`src/rtl/dfp_pkg.sv`:
```
package dfp_pkg;

  localparam int unsigned DataW    = 64;
  localparam int unsigned WideW    = 2 * DataW;
  localparam int unsigned MulCells = DataW;
  localparam int unsigned DivCells = WideW;
  localparam logic [DataW-1:0] FxScale = 64'd1000000;

  typedef enum logic [2:0] {
    OpAdd = 3'd0,
    OpSub = 3'd1,
    OpMul = 3'd2,
    OpDiv = 3'd3,
    OpNeg = 3'd4
  } op_e;

  typedef struct packed {
    logic [2:0]        operation;
    logic [DataW-1:0]  operand_a;
    logic [DataW-1:0]  operand_b;
  } req_t;

  typedef struct packed {
    logic [DataW-1:0]  result;
    logic              divide_by_zero;
  } rsp_t;

  // Operand lane through the shift-add multiplier row
  typedef struct packed {
    logic              arith;
    logic              neg;
    logic              dz;
    logic [DataW-1:0]  res;
    logic [DataW-1:0]  x;
    logic [DataW-1:0]  y;
    logic [WideW-1:0]  acc;
    logic [DataW-1:0]  dvsr;
  } mul_lane_t;

  // Operand lane through the restoring divider row
  typedef struct packed {
    logic              arith;
    logic              neg;
    logic              dz;
    logic [DataW-1:0]  res;
    logic [WideW-1:0]  dvd;
    logic [DataW-1:0]  dvsr;
    logic [DataW-1:0]  rem;
    logic [DataW-1:0]  q;
  } div_lane_t;

  function automatic logic [DataW-1:0] magnitude(input logic [DataW-1:0] v);
    return v[DataW-1] ? (DataW'(0) - v) : v;
  endfunction

endpackage

```
`src/rtl/dfp_div_cell.sv`:
```
module dfp_div_cell import dfp_pkg::*; #(
  parameter int unsigned Bit = 0
) (
  input  logic      clk_i,
  input  logic      rst_ni,
  input  logic      en_i,
  input  logic      valid_i,
  input  div_lane_t lane_i,
  output logic      valid_o,
  output div_lane_t lane_o
);

  div_lane_t        lane_d;
  logic [DataW:0]   trial;
  logic [DataW:0]   diff;
  logic             ge;
  logic             valid_q;

  // Shift in one dividend bit, subtract divisor when it fits
  always_comb begin
    lane_d = lane_i;
    trial  = {lane_i.rem, lane_i.dvd[Bit]};
    diff   = trial - {1'b0, lane_i.dvsr};
    ge     = (trial >= {1'b0, lane_i.dvsr});
    lane_d.rem = ge ? diff[DataW-1:0] : trial[DataW-1:0];
    lane_d.q   = {lane_i.q[DataW-2:0], ge};
  end

  always_ff @(posedge clk_i or negedge rst_ni) begin
    if (!rst_ni) begin
      valid_q <= 1'b0;
    end else if (en_i) begin
      valid_q <= valid_i;
    end
  end

  always_ff @(posedge clk_i) begin
    if (en_i) begin
      lane_o <= lane_d;
    end
  end

  assign valid_o = valid_q;

endmodule

```
`config.mk`:
```
export PLATFORM = sky130hd
export DESIGN_NAME = dfp_div_cell
export DESIGN_NICKNAME = d
export VERILOG_FILES = /design/src/rtl/dfp_pkg.sv /design/src/rtl/dfp_div_cell.sv
export SDC_FILE = /design/constraint.sdc
export NUM_CORES = 1
export LEC_CHECK = 0
export BUFFER_PORTS_ARGS = -buffer_cell sky130_fd_sc_hd__buf_2
export CAP_MARGIN = 0
export CORE_AREA = 2 2 305 307
export CTS_CLUSTER_DIAMETER = 200
export CTS_CLUSTER_SIZE = 24
export DETAILED_ROUTE_END_ITERATION = 8
export DIE_AREA = 0 0 307 309
export SLEW_MARGIN = 30
export SYNTH_ARGS = -nofsm -noshare
export SYNTH_HDL_FRONTEND = slang
export SYNTH_SLANG_ARGS = --single-unit
```
`constraint.sdc`:
```
create_clock -name clk_i -period 1.2 [get_ports clk_i]
set_clock_uncertainty 0.2 [all_clocks]
set_input_delay 0.12 -clock clk_i [delete_from_list [all_inputs] [get_ports clk_i]]
set_output_delay 0.12 -clock clk_i [all_outputs]
set_load 0.01 [all_outputs]
```
# Yosys cells after proc, flatten, opt, wreduce, memory -nomap -nowiden
# Index checks and enable logic that the tools add are counted.
dict set report word_totals {
  out_inout_bits 388
  regBits 388
  wordCells 12
}
dict set report op_classes {
  n_addsub 1
  muxes 1
  magnitude_cmp 1
}
# operator count
set ops {}
lappend ops {{>= comparator 65 x 64 -> 1 bit} 1}
lappend ops {{two-way mux 64 bit} 1}
lappend ops {{subtractor 64 bit} 1}

# Depth between registers and ports, before layout
dict set report logic_depth {
  depth_word 2
  mapped_depth 15
  ltp_nobuf 13
}

# Worst setup path after synthesis
# Ideal clock, no wire load.
dict set report synth_timing {
  path_kind {in2reg}
  startpoint {input port lane_i[130] in the netlist's numbering}
  endpoint {register lane_o[100] in the netlist's numbering (data pin)}
  required_ns 0.740
  arrival_ns 2.669
  stages 14
  setup_slack_ns -1.929
  cell_sequence {inv_1 > ha_1 > nor2_1 > a211oi_2 > nor2_1 > o21bai_2 > a31oi_2 > o41ai_4 > a31oi_4 > o21ai_4 > a31oi_1 > buf_6 > buf_6 > mux2_4}
}
# item line_no
set synth_lines {}
lappend synth_lines {{from (decl)} dfp_div_cell.sv:8} ;# input div_lane_t lane_i,
lappend synth_lines {{to (signal assigned)} dfp_div_cell.sv:39} ;# lane_o <= lane_d;
lappend synth_lines {{to (decl)} dfp_div_cell.sv:10} ;# output div_lane_t lane_o

==> results.sh <==
export IMPL_ant_nets=0
export IMPL_avgSynthCellArea_um2=14.9
export IMPL_hpwl_um=66100
export IMPL_synth_seq_cells=388
export IMPL_status="finished, violations left"
export IMPL_gr_total_overflow=0
export IMPL_cts_root_buf="clkbuf_16"
export IMPL_ys_seq_area_share_pct=69.3
export IMPL_required_ns=1.36
export IMPL_setup_viol=466
export IMPL_max_vdd_ir_drop_v=0.000997
export IMPL_crit_type="in2reg"
export IMPL_ios=779
export IMPL_grt_usage_pct=16.8
export IMPL_clock_sinks=388
export IMPL_grt_max_degree=35
export IMPL_cp_max_fo=8
export IMPL_cpPeakStageDelay_ns=0.33
export IMPL_cts_buffer_depth=3
export IMPL_via_per_inst=4.04
export IMPL_worstRegToRegCells=1
export IMPL_insertion_delay_ns=0.58
export IMPL_clock_fmax_mhz=362
export IMPL_fill_cells=9041
export IMPL_failed_checks="hold timing, setup timing"
export IMPL_regToRegEndpoint="valid_o"
export IMPL_report_final_slew_viol_count=0
export IMPL_synth_nets=1581
export IMPL_drive_gt1_share_pct=48.1
export IMPL_cp_slowest_cell="a211oi_4"
export IMPL_wl_um=85000
export IMPL_slew_headroom_pct=65.3
export IMPL_grt_pass1_wl_um=115000
export IMPL_endpoint="lane_o[120]"
export IMPL_tightest_slew_ns=0.518
export IMPL_antenna_found_initial=24
export IMPL_drt_initial_drc_count=1008
export IMPL_rsz0062_at_grt="yes"
export IMPL_crit_chain="buf_8 > inv_4 > ha_4 > buf_6 > nand2b_4 > a211oi_4 > nor2_4 > o21bai_4 > a31oi_4 > o41ai_4 > buf_6 > a31oi_4 > o21ai_4 > a31oi_4 > buf_12 > buf_8 > buf_16 > mux2_4"
export IMPL_rr_startpoint="valid_o"
export IMPL_synth_top_cell_area_share_pct=69.1
export IMPL_synth_cells=1125
export IMPL_dr_pass1_iters=5
export IMPL_critPathArrivalTime_ns=2.92
export IMPL_hp_class="in2reg"
export IMPL_cts_tree="done"
export IMPL_wl_per_cell_um=22.1
export IMPL_p_per_area_nw_per_um2=1130
export IMPL_num_vias=15600
export IMPL_worstSetupEndpointType="register"
export IMPL_synthTopCellsByArea="edfxtp_1, ha_1, mux2_4, a21oi_1, inv_1"
export IMPL_final_cells=3853
export IMPL_start_kind="primary input"
export IMPL_syn_to_final_growth_pct=84.5
export IMPL_final_util_pct=33.9
export IMPL_die_area_um2=94900
export IMPL_fp_coreArea_um2=91400
export IMPL_placed_area_um2=24800
export IMPL_dieHeight_um=309
export IMPL_placementRows=111
export IMPL_final_nets=3107
export IMPL_syn_area_um2=16800
export IMPL_ys_warn_count=0
export IMPL_r2r_slack_ns=0.25
export IMPL_initial_utilization_pct=18.4
export IMPL_cap_violations=0
export IMPL_htreeDepth=1
export IMPL_cts_clk_slew_worst_paths_ns=0.11
export IMPL_place_inst=3366
export IMPL_async_flop_share_pct=0.258
export IMPL_drc=0
export IMPL_setup_worst_path_start="lane_i[192]"
export IMPL_synth_top_area_cell="edfxtp_1"
export IMPL_path_common_cell="a31oi_4"
export IMPL_synth_cell_type_count=56
export IMPL_port_buffers=777
export IMPL_stdcell_area_um2=31000
export IMPL_ys_flop_type="edfxtp_1"
export IMPL_gp_congestion=0.869
export IMPL_final_min_clock_period_ns=2.77
export IMPL_timing_final_crit_share_pct=231
export IMPL_fin_ws_ns=-1.57
export IMPL_whs_ns=-0.410
export IMPL_grt_pass1_vias=16300
export IMPL_die_w_um=307
export IMPL_numCtsBuffers=20
export IMPL_p_leak_nw=13.5
export IMPL_hold_viol_final=5
export IMPL_synth_edf_count=387
worst min-delay path by stage:
stage	from	to	slack, ns	depth (start not counted)
finish	lane_i[129]	lane_o[129]	-0.41	1
global route	lane_i[129]	lane_o[129]	-0.45	1
CTS	lane_i[139]	lane_o[139]	-0.56	1
detailed placement	rst_ni	valid_o	-0.30	1
global placement	rst_ni	valid_o	-0.30	1
floorplan	rst_ni	valid_o	-0.38	0
final cells by class:
cell class,instances,area (um2),share of cell area (%)
Inverter,80,330,1.06
Clock buffer,25,529,1.71
Timing Repair Buffer,1535,11700,37.8
Tap cell,1186,1480,4.78
Antenna cell,11,27.5,0.0887
Multi-Input combinational cell,626,5260,16.9
Clock inverter,2,36.3,0.117
Sequential cell,388,11600,37.5
report_power, final:
part,internal [mW],leakage [nW],switching [mW]
Sequential,16.4,3.80,0.515
Combinational,5.48,9.38,4.88
Clock,3.19,0.275,4.72
Total,25.1,13.5,10.1
cell usage in the layout (no fill, tap or decap), types with 19 or more instances in the layout:
| cell type | n |
|---|---|
| xnor2_1 | 32 |
| dlygate4sd3_1 | 425 |
| buf_6 | 123 |
| a21oi_1 | 74 |
| nor2_1 | 45 |
| ha_4 | 19 |
| nand4_1 | 22 |
| ha_1 | 43 |
| mux2_4 | 48 |
| a21o_1 | 30 |
| buf_2 | 656 |
| edfxtp_1 | 387 |
| buf_4 | 308 |
| inv_1 | 72 |
| o21ai_0 | 31 |
| clkbuf_16 | 22 |
| nand2_1 | 59 |
| xor2_1 | 26 |
kinds of logic after synthesis:
family	synth area share, %
flops	69.3
compound gates	9.22
simple gates	5.48
buf+inv	2.75
mux	5.36
fa+ha+maj	4.88
xor+xnor	3.02
per-stage QoR:
| stage | setup TNS [ns] | total power, mW | setup WS (ns) |
|---|---|---|---|
| after global routing | -219.27 | 36.6 | -1.62 |
| after floorplan | -110.50 | 20.6 | -1.75 |
| after global placement | -151.79 | 25.4 | -2.68 |
| after CTS | -211.72 | 35.3 | -1.53 |
| final | -194.50 | 35.2 | -1.57 |
| after detailed placement | -153.55 | 25.5 | -2.74 |
sequential cells by signal, indices dropped and copies added (netlist names):
name / count
valid_o: 1
lane_o: 387
synth_stat cells (2+ instances only):
library cell	n
a211oi_1	5
a21boi_0	2
a21o_1	31
a21oi_1	88
a221oi_1	2
a311oi_1	4
a31oi_1	9
a41oi_1	2
and3_1	8
buf_6	6
clkbuf_1	23
edfxtp_1	387
ha_1	64
inv_1	80
mux2_2	16
mux2_4	46
mux2i_1	3
nand2_1	66
nand2b_1	7
nand3_1	11
nand4_1	22
nor2_1	49
nor2b_1	7
nor3_1	16
nor4_1	3
o2111ai_1	3
o211a_1	3
o211ai_1	9
o21a_1	6
o21ai_0	41
o21bai_1	17
o31ai_1	5
or2_2	2
or3_1	4
xnor2_1	32
xor2_1	26
timing repair:
item,in CTS,in global routing
hold buffers,417,8
pin swaps,3,11
resized for setup,250,53
hold endpoints to repair,775,12
cloned,3,3
buffers inserted,12,9
setup endpoints to repair,453,468
worst max-delay path, delay by kind of cell:
kind                     cells  cell delay [ns]
adder cells (fa/ha/maj)      1             0.17
AO/OA/AOI/OAI                7             1.26
multiplexers                 1             0.29
buffers and inverters        7             0.83
AND/OR/NAND/NOR              2             0.22
metal layers:
layer	share of wire, %	global-route usage, %
met3	7.4	4.76
met1	41	20.5
met4	3.3	4.97
met2	49	28.8
met5	0.081	0
No activity file was read; power rests on OpenSTA's default activity.
