[src/rtl/dfp_pkg.sv]
package dfp_pkg;

  localparam int unsigned DataW    = 64;
  localparam int unsigned WideW    = 2 * DataW;
  localparam int unsigned MulCells = DataW;
  localparam int unsigned DivCells = WideW;
  localparam logic [DataW-1:0] FxScale = 64'd1000000;

  typedef enum logic [2:0] {
    OpAdd = 3'd0,
    OpSub = 3'd1,
    OpMul = 3'd2,
    OpDiv = 3'd3,
    OpNeg = 3'd4
  } op_e;

  typedef struct packed {
    logic [2:0]        operation;
    logic [DataW-1:0]  operand_a;
    logic [DataW-1:0]  operand_b;
  } req_t;

  typedef struct packed {
    logic [DataW-1:0]  result;
    logic              divide_by_zero;
  } rsp_t;

  // Operand lane through the shift-add multiplier row
  typedef struct packed {
    logic              arith;
    logic              neg;
    logic              dz;
    logic [DataW-1:0]  res;
    logic [DataW-1:0]  x;
    logic [DataW-1:0]  y;
    logic [WideW-1:0]  acc;
    logic [DataW-1:0]  dvsr;
  } mul_lane_t;

  // Operand lane through the restoring divider row
  typedef struct packed {
    logic              arith;
    logic              neg;
    logic              dz;
    logic [DataW-1:0]  res;
    logic [WideW-1:0]  dvd;
    logic [DataW-1:0]  dvsr;
    logic [DataW-1:0]  rem;
    logic [DataW-1:0]  q;
  } div_lane_t;

  function automatic logic [DataW-1:0] magnitude(input logic [DataW-1:0] v);
    return v[DataW-1] ? (DataW'(0) - v) : v;
  endfunction

endpackage

[src/rtl/dfp_mul_cell.sv]
module dfp_mul_cell import dfp_pkg::*; #(
  parameter int unsigned Bit = 0
) (
  input  logic      clk_i,
  input  logic      rst_ni,
  input  logic      en_i,
  input  logic      valid_i,
  input  mul_lane_t lane_i,
  output logic      valid_o,
  output mul_lane_t lane_o
);

  mul_lane_t lane_d;
  logic      valid_q;

  // Add one shifted partial product
  always_comb begin
    lane_d = lane_i;
    if (lane_i.y[Bit]) begin
      lane_d.acc = lane_i.acc + ({{DataW{1'b0}}, lane_i.x} << Bit);
    end
  end

  always_ff @(posedge clk_i or negedge rst_ni) begin
    if (!rst_ni) begin
      valid_q <= 1'b0;
    end else if (en_i) begin
      valid_q <= valid_i;
    end
  end

  always_ff @(posedge clk_i) begin
    if (en_i) begin
      lane_o <= lane_d;
    end
  end

  assign valid_o = valid_q;

endmodule

[config.mk]
export PLATFORM = sky130hd
export DESIGN_NAME = dfp_mul_cell
export DESIGN_NICKNAME = d
export VERILOG_FILES = /design/src/rtl/dfp_pkg.sv /design/src/rtl/dfp_mul_cell.sv
export SDC_FILE = /design/constraint.sdc
export NUM_CORES = 1
export LEC_CHECK = 0
export ABC_AREA = 1
export CELL_PAD_IN_SITES_DETAIL_PLACEMENT = 1
export CELL_PAD_IN_SITES_GLOBAL_PLACEMENT = 1
export CORE_AREA = 2 2 304 306
export CTS_CLUSTER_DIAMETER = 200
export DETAILED_ROUTE_END_ITERATION = 12
export DIE_AREA = 0 0 306 308
export DONT_BUFFER_PORTS = 1
export GPL_TIMING_DRIVEN = 0
export HOLD_SLACK_MARGIN = 0.06
export MAX_ROUTING_LAYER = met4
export PLACE_DENSITY = 0.56
export RECOVER_POWER = 50
export SYNTH_ARGS = -nofsm -noshare
export SYNTH_HDL_FRONTEND = slang
export SYNTH_SLANG_ARGS = --single-unit
[constraint.sdc]
create_clock -name clk_i -period 0.9 [get_ports clk_i]
set_input_delay 0.18 -clock clk_i [delete_from_list [all_inputs] [get_ports clk_i]]
set_output_delay 0.18 -clock clk_i [all_outputs]
set_load 0.01 [all_outputs]
Yosys cells after proc, flatten, opt, wreduce, memory -nomap -nowiden
Index checks and enable logic that the tools add are counted.
{"block": "classes", "add_sub_neg": 1, "muxes": 1}
{"operator": "$add A128 B64 Y128", "count": 1}
{"operator": "$mux W128", "count": 1}
{"block": "totals", "reg_bits": 388, "inputBits": 391}

Logic depth before layout (Yosys ltp)
Gate-level depths: netlist of the first run.
{"block": "depth", "ltp_word": 2, "mapped_depth": 17}

Worst setup path before layout of the first run
No wires, ideal clock.
{"block": "synth_path", "path_type": "input to register", "start": "in lane_i[64] in the netlist's numbering", "end": "reg lane_o[104] in the netlist's numbering (data pin)", "setup_ps": 254, "arrival_ps": 1738, "t_required_ps": 646, "path_slack_ps": -1092, "path_stages": 13, "path_buffers": 0, "cell_sequence": "ha_1 > fa_1 > nand2_1 > nand2_1 > nand3_1 > nand2_2 > nand2_1 > nand3_2 > nand2_1 > nand2_1 > or2_1 > nand3_1 > nand2_1"}
{"element": "start, declared", "line_no": "dfp_mul_cell.sv:8", "rtl": "input mul_lane_t lane_i,"}
{"element": "end signal, assigned", "line_no": "dfp_mul_cell.sv:34", "rtl": "lane_o <= lane_d;"}
{"element": "end, declared", "line_no": "dfp_mul_cell.sv:10", "rtl": "output mul_lane_t lane_o"}

==> reports/results.txt, run 1 <==
mean post-synth cell area -> 8.20 um^2
placed cell count -> 3903
Vias -> 21100
Num Clock Sinks -> 388
vias per cell -> 4.67
# DRC -> 0
unrepaired setup endpoints after global routing -> true
CP Cell Sequence -> ha_4 > fa_2 > buf_4 > nand3_2 > nand3_4 > nand3b_1 > nand3_4 > buf_12 > or2_4 > nand3_2 > nand2_2
die area -> 0.0942 mm^2
Synth area leaders -> edfxtp_1, nand2_1, inv_1
CP max FO -> 4
Yosys warnings -> 0
total power -> 56.6 mW
Worst IR Drop VDD -> 1.43 mV
Slew Limit Fails -> 0
WL final -> 127000 um
Starting DRT DRC Count -> 1171
syn_nets -> 3173
Worst Tran Pin Value -> 1080 ps
Achievable Freq -> 0.658 GHz
final design instance area without fill -> 0.0362 mm^2
hold path cells -> 0
CP peak stage delay -> 400 ps
violated checks -> hold timing, setup timing
Reg clk slew, reported paths -> 60 ps
most common cell after layout, fill and taps aside -> nand2_1
max-cap viol count -> 0
grt total ovfl -> 0
run status -> complete, but fails checks
commonest non-fill, non-tap cells in the layout -> nand2_1, edfxtp_1, inv_1
Post-Syn Area -> 0.0223 mm^2
Hold Fails Final Rpt -> 117
All-Layer GR Usage -> 26.2%
post-route ant nets -> 0
CTS buffer count -> 48
min-delay src -> lane_i[286]
Final Cycle Share -> 169%
I/O Buffers -> 0
fin nets -> 3735
fin worst setup slack -> -619 ps
share of layout cells above drive strength 1 -> 41.2%
average wire per standard cell -> 28.1 um
Slew headroom -> 28.2%
Pre-Repair DR Iteration Count -> 5
placed cell area -> 0.0253 mm^2
Fillers -> 10100
hold_ws -> -353 ps
post-synthesis cell type count -> 39
CP Launch Type -> input port
Clock Skew -> 0 ps
gp weighted congestion -> 0.945
initial cell density of the core -> 24.5%
CTS tree -> done
Worst Hold End -> lane_o[286]
Final Critical Period -> 1520 ps
RR Startpoint -> valid_o
clock tree buffer depth -> 3
Worst-Skew Late Latency -> 620 ps
first-pass GRT wire length -> 167000 um
Syn Inst Count -> 2717
Placeable Area -> 0.0910 mm^2
post-synthesis sequential area ratio -> 52.3%
CTS H-tree depth -> 2
Leak -> 15.7 nW
Core Util, Final -> 39.8%
largest net degree at the start of global routing -> 389
Worst setup EP type -> flip-flop
RR Endpoint -> valid_o
critical path type -> input port to flip-flop
WP data arrival -> 1890 ps
vias in the first global route -> 21200
Setup TNS Final -> -197020 ps
I/O pin total -> 779
r2r worst-path depth -> 1
Worst Path Buf+Inv -> 2
Die Wd -> 306 um
FF-to-FF setup slack -> 110 ps
Vert. Die Dim -> 308 um
top_reg_cell synth -> edfxtp_1
Post-synth ARST share -> 0.258%
setup violators final -> 513
post-route insts no fill -> 4513
synthesized flop and latch total -> 388
Post-DP HPWL -> 98200 um
Worst EP required -> 1270 ps
Hold Crit Class -> input port to flip-flop
pre-CTS WS -> -1730 ps
pwr dens -> 1560 mW/mm^2
area fraction of the dominant cell type after synthesis -> 52.2%
row cnt -> 111
CP delay by family, top -> simple AND/OR/NAND/NOR gates
area grow syn2layout -> 62.5%
number of flops mapped to enable cells by yosys -> 387
initial antenna violation count -> 12
critical path's slowest cell -> fa_2
largest area contributor in the netlist -> edfxtp_1
clock root buffer -> clkbuf_16
metal layers:
layer,GRT usage (%),wire [um],vias to the layer above
met5,-,0,-
met4,6.13,4010,0
met3,6.09,6600,149
met2,46.5,65500,595
met1,29.8,50500,10500
li1,-,-,9799
area by class of cell:
cell class / instances / area [um^2] / share of cell area [%]
Sequential cell: 388 / 11600 / 32.2
Clock buffer: 57 / 1260 / 3.47
Tap cell: 1186 / 1480 / 4.10
Clock inverter: 32 / 352 / 0.971
Inverter: 475 / 1840 / 5.07
Timing Repair Buffer: 512 / 5060 / 14.0
Antenna cell: 9 / 22.5 / 0.0622
Multi-Input combinational cell: 1830 / 14400 / 39.7
Buffer: 24 / 151 / 0.418
registers in the layout (all words and copies together), names as in the netlist:
name     count
valid_o      1
lane_o     387
cell families after synthesis:
group | Yosys count | share of synthesized area, %
adder cells (fa/ha/maj) | 65 | 3.69
XOR/XNOR | 31 | 1.22
AO/OA/AOI/OAI | 91 | 2.10
multiplexers | 1 | 0.0506
flip-flops | 388 | 52.3
buffers and inverters | 499 | 8.44
AND/OR/NAND/NOR | 1642 | 32.2
timing repair:
| action | CTS | global route |
|---|---|---|
| endpoints found under the hold margin | 776 | 403 |
| pin swaps | 173 | 306 |
| hold buffers | 295 | 53 |
| resized for setup | 556 | 653 |
| buffers inserted | 86 | 80 |
| setup endpoints to repair | 508 | 512 |
synth_stat cells, types with 4 or more instances:
| library cell | instances |
|---|---|
| buf_2 | 6 |
| buf_1 | 5 |
| edfxtp_1 | 387 |
| inv_1 | 462 |
| nor4_1 | 25 |
| a21oi_1 | 43 |
| nor3_1 | 20 |
| nand3_1 | 137 |
| clkbuf_1 | 13 |
| xnor2_1 | 29 |
| nor2_2 | 32 |
| or2_1 | 8 |
| nor3_2 | 7 |
| a31oi_1 | 4 |
| nand4_1 | 38 |
| nand2_2 | 49 |
| and2_1 | 11 |
| nand3b_1 | 11 |
| o21ai_0 | 39 |
| inv_2 | 12 |
| or2_2 | 6 |
| nand3_2 | 31 |
| nor2_1 | 174 |
| nand2_1 | 1079 |
| ha_1 | 64 |
| and2_2 | 4 |
power by group:
group,internal [mW],switching [mW]
sequential,21.8,2.09
combinational,5.35,7.02
clock,11.6,8.75
how the worst max path moves through the flow:
stage | startpoint | endpoint | slack, ps | depth (start not counted)
final | lane_i[64] | lane_o[106] | -620 | 11
after global routing | lane_i[64] | lane_o[104] | -650 | 13
after detailed placement | lane_i[141] | lane_o[168] | -1730 | 7
after floorplan | lane_i[64] | lane_o[112] | -940 | 13
after global placement | lane_i[141] | lane_o[168] | -1730 | 7
after CTS | lane_o[47] | lane_o[47] | -660 | 0
Note: power is estimated with default switching activity, not from simulation.
==> run 2, diff against run 1 <==
==> constraint.sdc (replaced) <==
create_clock -name clk_i -period 0.9 [get_ports clk_i]
set_input_delay 0.135 -clock clk_i [delete_from_list [all_inputs] [get_ports clk_i]]
set_output_delay 0.135 -clock clk_i [all_outputs]
set_load 0.01 [all_outputs]
==> run 2 against run 1 <==
Net effect:
- the flow still finishes with violations (hold timing, setup timing)
- sequential cell count unchanged
- non-clock buffer count decreased by 24
- critical path depth increased by 2
- clock power about the same
- register-to-register slack about the same
- count of clock-buffer cells in the layout unchanged
- cell count decreased by 0.49%
- wire length decreased by 0.61%
- first-iteration DRC count decreased by 1.1%
- fmax increased by 3.5%
- critical path type unchanged
==> reports/results.txt, run 2 (synthesis gave the netlist of run 1 again) <==
Worst IR Drop VDD -> 1.44 mV
Reg clk slew, reported paths -> 60 ps
CTS buffer count -> 48
Worst Setup SP -> lane_i[64]
placed cell area -> 0.0253 mm^2
Leak -> 15.7 nW
Hold Fails Final Rpt -> 197
fraction of power consumed by the clock network -> 36.0%
Vert. Die Dim -> 308 um
initial cell density of the core -> 24.5%
Starting DRT DRC Count -> 1158
Slew headroom -> 23.0%
CP peak stage delay -> 400 ps
GRT met2 Usage -> 46.0%
CP max FO -> 4
Post-DP HPWL -> 98200 um
r2r worst-path depth -> 1
Final Cycle Share -> 163%
Pre-Repair DR Iteration Count -> 5
largest reg by FF count -> lane_o
fin nets -> 3711
share of power burned in registers -> 42.3%
max-cap viol count -> 0
commonest non-fill, non-tap cells in the layout -> nand2_1, edfxtp_1, nand2_2
Worst setup EP type -> flip-flop
logic gate share of total power -> 21.7%
row cnt -> 111
grt total ovfl -> 0
Vias -> 21000
Worst-Skew Late Latency -> 620 ps
Placeable Area -> 0.0910 mm^2
Clock Skew -> 0 ps
max reg flops -> 387
final design instance area without fill -> 0.0360 mm^2
I/O Buffers -> 0
Slew Limit Fails -> 0
die area -> 0.0942 mm^2
WL final -> 126000 um
total power -> 56.5 mW
pre-CTS WS -> -1680 ps
violated checks -> hold timing, setup timing
I/O pin total -> 779
Fillers -> 10100
Int Power -> 38.7 mW
area grow syn2layout -> 61.6%
most common cell after layout, fill and taps aside -> nand2_1
initial antenna violation count -> 12
vias in the first global route -> 21000
# DRC -> 0
FF-to-FF setup slack -> 110 ps
RR Startpoint -> valid_o
first-pass GRT wire length -> 166000 um
Num Clock Sinks -> 388
CTS tree -> done
Worst setup endpoint -> lane_o[104]
Final Critical Period -> 1470 ps
gp weighted congestion -> 0.945
M1 GR Usage -> 29.3%
P_sw -> 17.8 mW
sw frac -> 31.5%
unrepaired setup endpoints after global routing -> true
critical path's slowest cell -> fa_2
hold_ws -> -402 ps
CTS H-tree depth -> 2
WP data arrival -> 1840 ps
All-Layer GR Usage -> 25.9%
post-route ant nets -> 0
largest net degree at the start of global routing -> 389
pwr dens -> 1570 mW/mm^2
CP most frequent cell -> nand2_4
Worst EP required -> 1270 ps
clock tree buffer depth -> 3
average wire per standard cell -> 28.0 um
GR peak layer -> met2
CP Cell Sequence -> ha_4 > fa_2 > nand2_2 > nand2_2 > nand3_2 > nand2_4 > nand2_4 > nand3_4 > nand2_4 > nand2_4 > or2_1 > nand3_2 > nand2_1
grt met3 use -> 6.25%
critical path type -> input port to flip-flop
setup violators final -> 512
RR Endpoint -> valid_o
vias per cell -> 4.68
clock root buffer -> clkbuf_16
fin worst setup slack -> -568 ps
Hold Crit Class -> input port to flip-flop
Achievable Freq -> 0.681 GHz
run status -> complete, but fails checks
CP Launch Type -> input port
share of layout cells above drive strength 1 -> 42.4%
Worst Tran Pin Value -> 1160 ps
Die Wd -> 306 um
## run 2: cell count changes in the layout (fill, tap and decap cells not counted), sizes merged
cell / change
dlymetal6s4s: -2
dlygate4sd3: -27
buf: +5
diode: +2
## run 2: timing repair
action                                  in CTS  in global routing
buffers inserted                            86                 85
pin swaps                                  173                335
endpoints found under the setup margin     508                510
hold buffers                               267                 52
gates resized for setup                    556                683
endpoints found under the hold margin      776                524
## run 2: layout make-up
class	instances	area [um^2]	share of cell area, %
antenna	11	27.5	0.0765
tap	1186	1480	4.12
timing repair buffer	488	4820	13.4
clock inverter	32	352	0.977
sequential	388	11600	32.4
multi-input combinational	1830	14400	40.1
inverter	475	1840	5.12
buffer	24	150	0.417
clock buffer	57	1260	3.49
## run 2: metrics by stage
step	setup TNS, ps	hold slack [ps]	cells	util (%)
5_1_grt	-195560	-441	4489	39.6
3_5_place_dp	-150640	-161	3903	27.8
3_3_place_gp	-149850	-161	3903	27.8
2_1_floorplan	-81410	-161	2717	-
4_1_cts	-188150	-457	4345	35.6
6_report	-173410	-402	4491	39.6
## run 2: worst min path at each step
stage,startpoint,depth (start not counted),slack [ps],end
after global routing,lane_i[267],0,-440,lane_o[267]
after detailed placement,rst_ni,0,-160,valid_o
after CTS,lane_i[318],0,-460,lane_o[318]
final,lane_i[267],0,-400,lane_o[267]
after global placement,rst_ni,0,-160,valid_o
after floorplan,rst_ni,0,-160,valid_o
## run 2: worst max-delay path, delay by kind of cell
kind,cells,cell delay [ps]
and+or+nand+nor,11,1140
adders and majority gates,2,550
## run 2: power groups by stage
stage	combinational, mW	clock [mW]	sequential [mW]
global placement	7.06	0	24.4
finish	12.2	20.3	23.9
global route	13.1	21.4	24.0
detailed placement	7.11	0	24.3
floorplan	4.84	0	23.3
CTS	10.1	20.9	24.0
## run 2: metal layers
| layer | vias to the layer above | share of wire [%] |
|---|---|---|
| met4 | 0 | 3.3 |
| met3 | 154 | 6.1 |
| met1 | 10500 | 39 |
| met5 | - | 0 |
| li1 | 9747 | - |
| met2 | 620 | 52 |
==> run 3, diff against run 2 <==
--- a/config.mk
+++ b/config.mk
@@ -15,9 +15,9 @@
 export DONT_BUFFER_PORTS = 1
 export GPL_TIMING_DRIVEN = 0
 export HOLD_SLACK_MARGIN = 0.06
-export MAX_ROUTING_LAYER = met4
 export PLACE_DENSITY = 0.56
 export RECOVER_POWER = 50
+export SKIP_LAST_GASP = 1
 export SYNTH_ARGS = -nofsm -noshare
 export SYNTH_HDL_FRONTEND = slang
 export SYNTH_SLANG_ARGS = --single-unit
==> run 3 against run 2 <==
Net effect:
- the flow finishes with violations (hold timing, slew limit, setup timing)
- clock skew unchanged
- register-to-register slack about the same
- design area increased by 0.13%
- total power decreased by 0.99%
- sequential power about the same
- global-route usage decreased by 0.39 points
- critical path type unchanged
- largest cell class unchanged
- highest routed layer is now met5
==> reports/results.txt, run 3 (synthesis gave the netlist of run 1 again) <==
initial cell density of the core -> 24.5%
pwr dens -> 1550 mW/mm^2
critical path's slowest cell -> mux2_2
placed cell area -> 0.0253 mm^2
Worst IR Drop VDD -> 1.28 mV
max reg flops -> 387
Worst path depth -> 1
hold_ws -> -407 ps
placed cell count -> 3903
Num Clock Sinks -> 388
hold path cells -> 0
CP Cell Sequence -> mux2_2
setup violators final -> 755
commonest non-fill, non-tap cells in the layout -> nand2_1, edfxtp_1, inv_1
average wire per standard cell -> 28.2 um
largest reg by FF count -> lane_o
clock tree buffer depth -> 3
All-Layer GR Usage -> 25.6%
Slew Limit Fails -> 237
Worst-Skew Late Latency -> 610 ps
final design instance area without fill -> 0.0360 mm^2
Placeable Area -> 0.0910 mm^2
GRT met2 Usage -> 46.9%
P_sw -> 18.0 mW
Hold Crit Class -> input port to flip-flop
# DRC -> 0
fraction of power consumed by the clock network -> 35.1%
Final Cycle Share -> 187%
critical path type -> input port to flip-flop
grt total ovfl -> 0
clock root buffer -> clkbuf_16
largest net degree at the start of global routing -> 389
share of power burned in registers -> 42.8%
Clock Skew -> 0 ps
sw frac -> 32.1%
CP max FO -> 388
Final Critical Period -> 1680 ps
die area -> 0.0942 mm^2
initial antenna violation count -> 12
M1 GR Usage -> 29.7%
Slew headroom -> -57.7%
Worst EP required -> 1380 ps
CP peak stage delay -> 920 ps
grt met3 use -> 6.12%
first-pass GRT wire length -> 169000 um
area grow syn2layout -> 61.8%
vias in the first global route -> 21600
Vert. Die Dim -> 308 um
fin nets -> 3697
GR peak layer -> met2
Die Wd -> 306 um
I/O pin total -> 779
fin worst setup slack -> -782 ps
Starting DRT DRC Count -> 1147
CP delay by family, top -> multiplexers
row cnt -> 111
post-route insts no fill -> 4474
I/O Buffers -> 0
run status -> complete, but fails checks
Reg clk slew, reported paths -> 60 ps
WP data arrival -> 2170 ps
Achievable Freq -> 0.595 GHz
Setup TNS Final -> -284280 ps
most common cell after layout, fill and taps aside -> nand2_1
violated checks -> hold timing, slew limit, setup timing
Worst Tran Pin Value -> 2370 ps
Pre-Repair DR Iteration Count -> 5
logic gate share of total power -> 22.1%
gp weighted congestion -> 0.932
post-route ant nets -> 0
Worst Path Buf+Inv -> 0
CP Launch Type -> input port
unrepaired setup endpoints after global routing -> true
Post-DP HPWL -> 97800 um
Leak -> 15.7 nW
max-cap viol count -> 0
CTS H-tree depth -> 2
WL final -> 126000 um
Worst setup EP type -> flip-flop
CTS tree -> done
Int Power -> 37.9 mW
Vias -> 20900
r2r worst-path depth -> 1
Hold Fails Final Rpt -> 142
CTS buffer count -> 48
share of layout cells above drive strength 1 -> 41.3%
vias per cell -> 4.68
-- run 3: cell type report --
class / instances / area (um^2)
well taps: 1186 / 1480
multi-input cells: 1830 / 14500
repair buffers: 474 / 4770
diodes: 10 / 25.0
clock buffers: 55 / 1260
clock inverters: 32 / 298
fillers: 10100 / 54900
plain buffers: 24 / 156
flip-flops and latches: 388 / 11600
inverters: 475 / 1860
-- run 3: power by group through the flow --
| stage | combinational [mW] | sequential [mW] | clock (mW) |
|---|---|---|---|
| after floorplan | 4.84 | 23.3 | 0 |
| after global placement | 7.05 | 24.4 | 0 |
| after detailed placement | 7.10 | 24.3 | 0 |
| after CTS | 11.0 | 24.0 | 20.3 |
| after global routing | 13.2 | 24.0 | 20.9 |
| final | 12.3 | 23.9 | 19.6 |
-- run 3: metal layers --
metal  routed length (um)  share of wire (%)  vias up
li1                     -                  -     9732
met1                49500                 39    10500
met2                65800                 52      597
met3                 7260                5.8      136
met4                 3430                2.7        4
met5                   27              0.021        -
-- run 3: timing repair --
action,CTS,global route
pin swaps,334,283
buffers inserted,112,50
hold endpoints to repair,776,511
setup endpoints to repair,508,511
gates resized for setup,869,379
hold buffers,277,38
-- run 3: worst paths after layout --
kind / startpoint / endpoint / slack (ps)
setup / recovery: en_i / valid_o / -780
hold / removal: lane_i[318] / lane_o[318] / -410
setup reg to reg: valid_o / valid_o / 100
hold reg to reg: valid_o / valid_o / 580
max in group asynchronous: rst_ni / valid_o / 520
min in group asynchronous: rst_ni / valid_o / 280
-- run 3: per-stage QoR --
step | utilization (%) | worst slack [ps] | total power, mW
2_1_floorplan | - | -890 | 28.2
3_3_place_gp | 27.8 | -1680 | 31.4
3_5_place_dp | 27.8 | -1680 | 31.4
4_1_cts | 37.2 | -598 | 55.3
5_1_grt | 39.6 | -587 | 58.0
6_report | 39.6 | -782 | 55.9
